File: src/hdl/mppd_pkg.sv
// Package: types, constants and helper functions of the position controller
package mppd_pkg;
   localparam int DATA_WIDTH_DEFAULT = 32;
   localparam int SINE_DEPTH_DEFAULT = 256;

   localparam logic [1:0] CMD_Z = 2'd0;
   localparam logic [1:0] CMD_X = 2'd1;
   localparam logic [1:0] CMD_Y = 2'd2;
   localparam logic [1:0] CMD_NONE = 2'd3;

   localparam logic [2:0] REG_GAINS_X = 3'd0;
   localparam logic [2:0] REG_GAINS_Y = 3'd1;
   localparam logic [2:0] REG_GAINS_Z = 3'd2;
   localparam logic [2:0] REG_MASS = 3'd3;
   localparam logic [2:0] REG_GRAVITY = 3'd4;
   localparam logic [2:0] REG_GRAV_RECIP = 3'd5;
   localparam logic [2:0] REG_MIN_ACCEL = 3'd6;
   localparam logic [2:0] REG_MAX_ACCEL = 3'd7;

   localparam int REQ_TDATA_W = 176;
   localparam int RSP_TDATA_W = 144;
   localparam int RSP_TUSER_W = 4;

   // datapath operations
   localparam logic [3:0] OP_ERR = 4'd0;
   localparam logic [3:0] OP_ERRD = 4'd1;
   localparam logic [3:0] OP_MUL_KD = 4'd2;
   localparam logic [3:0] OP_MUL_KP = 4'd3;
   localparam logic [3:0] OP_ACC = 4'd4;
   localparam logic [3:0] OP_GRAV = 4'd5;
   localparam logic [3:0] OP_MUL_MASS = 4'd6;
   localparam logic [3:0] OP_MUL_XS = 4'd7;
   localparam logic [3:0] OP_MUL_YC = 4'd8;
   localparam logic [3:0] OP_MUL_XC = 4'd9;
   localparam logic [3:0] OP_MUL_YS = 4'd10;
   localparam logic [3:0] OP_ROLL = 4'd11;
   localparam logic [3:0] OP_PITCH = 4'd12;
   localparam logic [3:0] OP_LOAD = 4'd13;
   localparam logic [3:0] OP_NOP = 4'd15;

   typedef struct packed {
      logic [3:0] op;
      logic       load;
      logic       hold_x;
   } dp_cmd_type;

   localparam longint HALF_PI_Q30 = 64'd1686629713;

   function automatic int sine_quadrant(input longint unsigned x);
      longint unsigned x2;
      longint unsigned t;
      longint sum;
      x2 = (x * x) >> 30;
      t = x;
      sum = longint'(x);
      t = ((t * x2) >> 30) / 64'd6;
      sum = sum - longint'(t);
      t = ((t * x2) >> 30) / 64'd20;
      sum = sum + longint'(t);
      t = ((t * x2) >> 30) / 64'd42;
      sum = sum - longint'(t);
      t = ((t * x2) >> 30) / 64'd72;
      sum = sum + longint'(t);
      t = ((t * x2) >> 30) / 64'd110;
      sum = sum - longint'(t);
      t = ((t * x2) >> 30) / 64'd156;
      sum = sum + longint'(t);
      t = ((t * x2) >> 30) / 64'd210;
      sum = sum - longint'(t);
      if (sum < 0) sum = 0;
      return int'((longint'(sum) + 8192) >>> 14);
   endfunction

   function automatic int sine_entry(input int i, input int Depth);
      longint unsigned num;
      longint unsigned quad;
      longint unsigned rem;
      longint unsigned x;
      int v;
      num = 4 * longint'(i);
      quad = num / Depth;
      rem = num % Depth;
      x = (HALF_PI_Q30 * rem) / Depth;
      if (quad % 2 == 1) v = sine_quadrant(HALF_PI_Q30 - x);
      else v = sine_quadrant(x);
      return (quad >= 2) ? -v : v;
   endfunction
endpackage

File: src/hdl/mppd_control.sv
// Controller: sequences one item through the datapath
module mppd_control
   import mppd_pkg::*;
(
   input  logic       clock,
   input  logic       reset,
   input  logic       req_tvalid,
   output logic       req_tready,
   input  logic [1:0] req_cmd,
   input  logic [1:0] axis,
   output logic       rsp_tvalid,
   input  logic       rsp_tready,
   output dp_cmd_type cmd
);
   localparam logic [1:0] S_IDLE = 2'd0;
   localparam logic [1:0] S_RUN = 2'd1;
   localparam logic [1:0] S_OUT = 2'd2;

   logic [1:0] state_ff, state_in;
   logic [3:0] step_ff, step_in;
   logic accept;

   assign req_tready = (state_ff == S_IDLE);
   assign rsp_tvalid = (state_ff == S_OUT);
   assign accept = req_tvalid && req_tready;

   always_comb begin
      state_in = state_ff;
      step_in = step_ff;
      cmd.op = OP_NOP;
      cmd.load = accept;
      cmd.hold_x = 1'b0;
      unique case (state_ff)
         S_IDLE: begin
            if (accept && req_cmd != CMD_NONE) begin
               state_in = S_RUN;
               step_in = OP_LOAD;
            end
         end
         S_RUN: begin
            cmd.op = step_ff;
            priority if (step_ff == OP_LOAD) begin
               step_in = OP_ERR;
            end else if (step_ff == OP_ACC) begin
               priority if (axis == CMD_Z) step_in = OP_GRAV;
               else if (axis == CMD_Y) step_in = OP_MUL_XS;
               else state_in = S_OUT;
            end else if (step_ff == OP_MUL_MASS || step_ff == OP_PITCH) begin
               state_in = S_OUT;
            end else begin
               step_in = step_ff + 4'd1;
            end
         end
         S_OUT: begin
            if (rsp_tready) begin
               state_in = S_IDLE;
               cmd.hold_x = (axis == CMD_X);
            end
         end
         default: state_in = S_IDLE;
      endcase
   end

   always_ff @(posedge clock) begin
      if (reset) begin
         state_ff <= S_IDLE;
         step_ff <= OP_LOAD;
      end else begin
         state_ff <= state_in;
         step_ff <= step_in;
      end
   end
endmodule

File: config.mk
export PLATFORM = sky130hd
export DESIGN_NAME = mppd_control
export DESIGN_NICKNAME = d
export VERILOG_FILES = /design/src/hdl/mppd_pkg.sv /design/src/hdl/mppd_control.sv
export SDC_FILE = /design/constraint.sdc
export NUM_CORES = 1
export LEC_CHECK = 0
export BUFFER_PORTS_ARGS = -buffer_cell sky130_fd_sc_hd__clkbuf_2
export CAP_MARGIN = 20
export CORE_AREA = 2 2 39 41
export CTS_BUF_LIST = sky130_fd_sc_hd__clkbuf_8
export CTS_CLUSTER_DIAMETER = 40
export DETAILED_ROUTE_END_ITERATION = 10
export DIE_AREA = 0 0 41 43
export SLEW_MARGIN = 5
export SYNTH_ARGS = -nofsm -noshare
export SYNTH_HDL_FRONTEND = slang
export SYNTH_SLANG_ARGS = --single-unit
File: constraint.sdc
create_clock -name clock -period 1.7 [get_ports clock]
set_input_delay 0.34 -clock clock [delete_from_list [all_inputs] [get_ports clock]]
set_output_delay 0.34 -clock clock [all_outputs]
set_load 0.1 [all_outputs]
# Word level (Yosys, flattened, before mapping)
# Cells that the tools add are included.
dict set report word_totals {
  regBits 6
  latch_bits 0
  ramBits 0
  mem_bits_ro 0
  in_bits 8
  output_inout_bits 8
  wordCells 46
  n_memories 0
}
dict set report op_classes {
  add_sub_neg 1
  n_mul 0
  n_div 0
  magnitude_cmp 0
  eq_ne 17
  shift 0
  muxes 18
  bitwise 0
  n_reduce_logical 8
}
# op count
set ops {}
lappend ops {{two-way mux 4 bit} 7}
lappend ops {{two-way mux 2 bit} 7}
lappend ops {{!= test 3 bit, second input constant} 3}
lappend ops {{equality test 4 x 3 -> 1 bit, second input constant} 2}
lappend ops {{equality test 4 bit, second input constant} 2}
lappend ops {{case mux 4 bit (2 select lines)} 1}
lappend ops {{case mux 2 bit (3 select lines)} 1}
lappend ops {{AND reduction 6 bit} 1}
lappend ops {{!= test 5 bit, second input constant} 1}
lappend ops {{adder 4 x 1 -> 4 bit, second input constant} 1}
lappend ops {{equality test 2 x 1 -> 1 bit, second input constant} 2}
lappend ops {{equality test 2 bit, second input constant} 2}
lappend ops {{logical NOT 2 bit} 2}
lappend ops {{!= test 2 x 1 -> 1 bit, second input constant} 2}
lappend ops {{!= test 2 bit, second input constant} 2}
lappend ops {{!= test 4 bit, second input constant} 1}
lappend ops {{AND reduction 4 bit} 1}
lappend ops {{logical AND 1 bit} 2}
lappend ops {{two-way mux 1 bit} 2}
lappend ops {{nonzero test 2 bit} 1}
lappend ops {{logical OR 1 bit} 1}

# Longest topological paths before layout
dict set report depth {
  depth_word 6
  mapped_depth 6
  depth_no_buf 6
}

# Least setup slack after synthesis
# No wires, ideal clock.
dict set report synth_timing {
  kind {flip-flop to output port}
  start {register state_ff[1]}
  end {output cmd[0] (netlist name)}
  arrival_ns 2.748
  slack_ns -1.388
  stages_incl_launch_ff 3
  n_path_buf 0
  cell_sequence {dfxtp_1 nor2b_1 and4b_1}
}
# element line_no
set synth_lines {}
lappend synth_lines {{from (decl)} mppd_control.sv:19} ;# logic [1:0] state_ff, state_in;
lappend synth_lines {{from (signal assigned)} mppd_control.sv:69} ;# state_ff <= state_in;
lappend synth_lines {{to (decl)} mppd_control.sv:13} ;# output dp_cmd_type cmd

# Final worst setup path
dict set report layout_timing {
  start {register step_ff[0]}
  end {register step_ff[1]}
}
dict set report layout_via {
  elab_chain_cells 5
  elab_cells_between_ends 13
}
# element line_no
set layout_rtl {}
lappend layout_rtl {{from (decl)} mppd_control.sv:20} ;# logic [3:0] step_ff, step_in;
lappend layout_rtl {{from (signal assigned)} mppd_control.sv:70} ;# step_ff <= step_in;
lappend layout_rtl {{adder 4 x 1 -> 4 bit} mppd_control.sv:51} ;# step_in = step_ff + 4'd1;
lappend layout_rtl {{two-way mux 4 bit} mppd_control.sv:48} ;# end else if (step_ff == OP_MUL_MASS || step_ff == OP_PITCH) begin
lappend layout_rtl {{two-way mux 4 bit} mppd_control.sv:44} ;# end else if (step_ff == OP_ACC) begin
lappend layout_rtl {{two-way mux 4 bit} mppd_control.sv:42} ;# priority if (step_ff == OP_LOAD) begin
lappend layout_rtl {{case mux 4 bit (2 select lines)} mppd_control.sv:33} ;# unique case (state_ff)
# Several ways; a longest one is shown, not always the timed one. The select of a mux whose other input is x is not followed.
# A chain may end at the register's enable or synchronous reset.

==> results.sh <==
export IMPL_timing_critical_path_required_ns=1.81
export IMPL_clk_latency_ns=0.22
export IMPL_max_slew_margin_rel=0.644
export IMPL_grt_start_max_net_pins=10
export IMPL_core_area_mm2=0.00138
export IMPL_fin_worst_skew_ns=0.00241
export IMPL_clock_sinks=6
export IMPL_drt_total_wl_mm=1.17
export IMPL_worst_setup_path_end_kind="flop"
export IMPL_htree_levels=1
export IMPL_floorplan_die_width_um=41
export IMPL_kind_of_start_point_of_the_critical_path="flop"
export IMPL_vdd_ir_drop_max_mv=0.581
export IMPL_tritoncts_clock_tree="yes"
export IMPL_postRouteAntennaNets=0
export IMPL_cp_data_arrival_time_ns=1.70
export IMPL_drt_drc_violations_left=0
export IMPL_area_growth_syn_to_layout_pct=54.8
export IMPL_ctsLongestPathBuffers=2
export IMPL_maxCapViolCount=0
export IMPL_cellPowerDensity_mw_per_mm2=926
export IMPL_worst_r2r_setup_slack_ns=0.11
export IMPL_finish_cell_count_without_fillers=94
export IMPL_post_synth_mux_area_share=0.0214
export IMPL_die_h_um=43
export IMPL_yosys_warnings=0
export IMPL_initial_antenna_violation_count=0
export IMPL_dp_cells=91
export IMPL_power_mw=0.671
export IMPL_num_ports=16
export IMPL_postSynthNetCount=71
export IMPL_via_per_inst=5.17
export IMPL_sequential_to_total_area_share_from_yosys_stat=0.257
export IMPL_crit_fanout=5
export IMPL_hold_violations=0
export IMPL_overflow=0
export IMPL_wl_per_cell_um=12.4
export IMPL_place_port_buffers=15
export IMPL_placement_setup_worst_slack_ns=0.0596
export IMPL_finalSetupTns_ns=0
export IMPL_final_cell_utilization_of_the_core=0.524
export IMPL_synth_area_in_adders=0.107
export IMPL_wire_length_of_the_first_global_routing_pass_mm=1.98
export IMPL_synth_ff_latch_count=6
export IMPL_p_leak_nw=0.327
export IMPL_initial_core_utilization=0.338
export IMPL_track_usage=0.167
export IMPL_place_hpwl_um=920
export IMPL_final_setup_viol_count=0
export IMPL_worst_slew_pin_transition_ns=0.536
export IMPL_fmax_mhz=630
export IMPL_routed_via_count=486
export IMPL_root_buffer_selected_by_cts="sky130_fd_sc_hd__clkbuf_8"
export IMPL_drive_gt1_frac=0.372
export IMPL_synth_simple_gate_area_share=0.299
export IMPL_vias_in_the_first_global_route=446
export IMPL_synth_cells=59
export IMPL_fillerInstances=140
export IMPL_cts_reportedPaths_clkPinSlew_ns=0.04
export IMPL_finalCritPeriodShare=0.934
export IMPL_gp_congestion=0.883
export IMPL_outcome="finished, final reports clean"
export IMPL_cts_buffers=3
export IMPL_main_combinational_cell_family_by_area_after_synthesis="simple AND/OR/NAND/NOR gates"
export IMPL_worstHoldPathType="input pin to flop"
export IMPL_ctsHoldBuffers=0
export IMPL_num_rows=14
export IMPL_n_antenna_cell=0
export IMPL_design_die_area_mm2=0.00176
export IMPL_final_period_minus_worst_setup_slack_ns=1.59
export IMPL_syn_area_um2=468
export IMPL_synth_xor_area_frac=0
export IMPL_synthesis_area_per_instance_um2=7.93
export IMPL_finalNetCount=92
export IMPL_synth_compound_area_frac=0.235
export IMPL_initialDrtViolationCount=7
export IMPL_yosys_cell_types_count=31
export IMPL_path_class="flop to flop"
export IMPL_maxSlewViolCount=0
export IMPL_final_critical_path_setup_slack_ns=0.112
export IMPL_drtPass1Iterations=4
## cell usage in the layout (no fill, tap or decap), drive strengths merged, types with 2 or more instances in the layout
cell,count
ha,4
inv,5
a31oi,2
a21oi,3
nor2,4
clkbuf,11
buf,10
and3,2
nand2b,2
nand3,2
o211ai,2
dfxtp,6
nand2,7
o21ai,4
## layout make-up
class	count	area, µm²	area share
inverters	5	18.8	0.0259
clock buffers	3	41.3	0.0570
repair buffers	18	190	0.263
flip-flops and latches	6	120	0.166
multi-input cells	46	334	0.461
well taps	16	20.0	0.0276
## Yosys cell counts, drive strengths merged
cell	number	share of area
a211oi	1	0.016
a21oi	3	0.032
a22oi	1	0.016
a31oi	2	0.027
a32o	1	0.021
and2	1	0.013
and2b	1	0.016
and3	2	0.037
and4b	1	0.021
buf	2	0.040
dfxtp	6	0.26
ha	4	0.11
inv	5	0.040
mux2i	1	0.021
nand2	7	0.056
nand2b	2	0.027
nand3	2	0.021
nand3b	1	0.016
nand4b	1	0.019
nor2	4	0.032
nor2b	1	0.013
nor3	1	0.011
nor3b	1	0.016
o2111ai	1	0.019
o211ai	2	0.043
o21ai	4	0.043
o41ai	1	0.019
## logic make-up (layout without fill, tap and decap cells)
logic type | count (synthesis) | in the layout
buf+inv | 7 | 26
compound gates | 16 | 16
simple gates | 25 | 25
fa+ha+maj | 4 | 4
mux | 1 | 1
flops | 6 | 6
## through the flow
step | instance area [µm²] | hold slack [ns]
after global routing | 724 | 0.397
final | 724 | 0.382
after CTS | 717 | 0.379
after detailed placement | 676 | 0.564
after global placement | 676 | 0.552
after floorplan | 484 | 0.409
## where the power goes
part / switching (mW) / internal (mW) / leakage [nW]
combinational: 0.179 / 0.104 / 0.256
clock: 0.0607 / 0.152 / 0.0216
sequential: 0.0167 / 0.158 / 0.0493
total: 0.257 / 0.414 / 0.327
## critical path, cell delays in order (launching register included)
cell                       delay [ns]
sky130_fd_sc_hd__dfxtp_1         0.30
sky130_fd_sc_hd__inv_1           0.13
sky130_fd_sc_hd__ha_2            0.24
sky130_fd_sc_hd__mux2i_2         0.25
sky130_fd_sc_hd__o211ai_2        0.15
sky130_fd_sc_hd__and3_4          0.22
sky130_fd_sc_hd__a32o_1          0.19
## worst paths after layout
path                   start     endpoint  cells after the start
setup / recovery  step_ff[0]   step_ff[1]                      6
hold / removal         reset  state_ff[1]                      2
setup reg to reg  step_ff[0]   step_ff[1]                      6
hold reg to reg   step_ff[3]   step_ff[3]                      2
## sequential cells by signal (all words and copies together), names as in the netlist
signal and count:
state_ff 2, step_ff 4
## layer usage
metal | vias to the layer above | track usage | wire length, µm
met3 | 2 | 0.0785 | 83
li1 | 255 | - | -
met5 | - | 0 | 0
met4 | 0 | 0.0400 | 15
met2 | 13 | 0.234 | 548
met1 | 216 | 0.227 | 519
## repair_timing
item | CTS | global route
setup endpoints to repair | 0 | 5
gates resized for setup | 0 | 3
setup buffers | 0 | 0
Note: power is estimated with default switching activity, not from simulation.
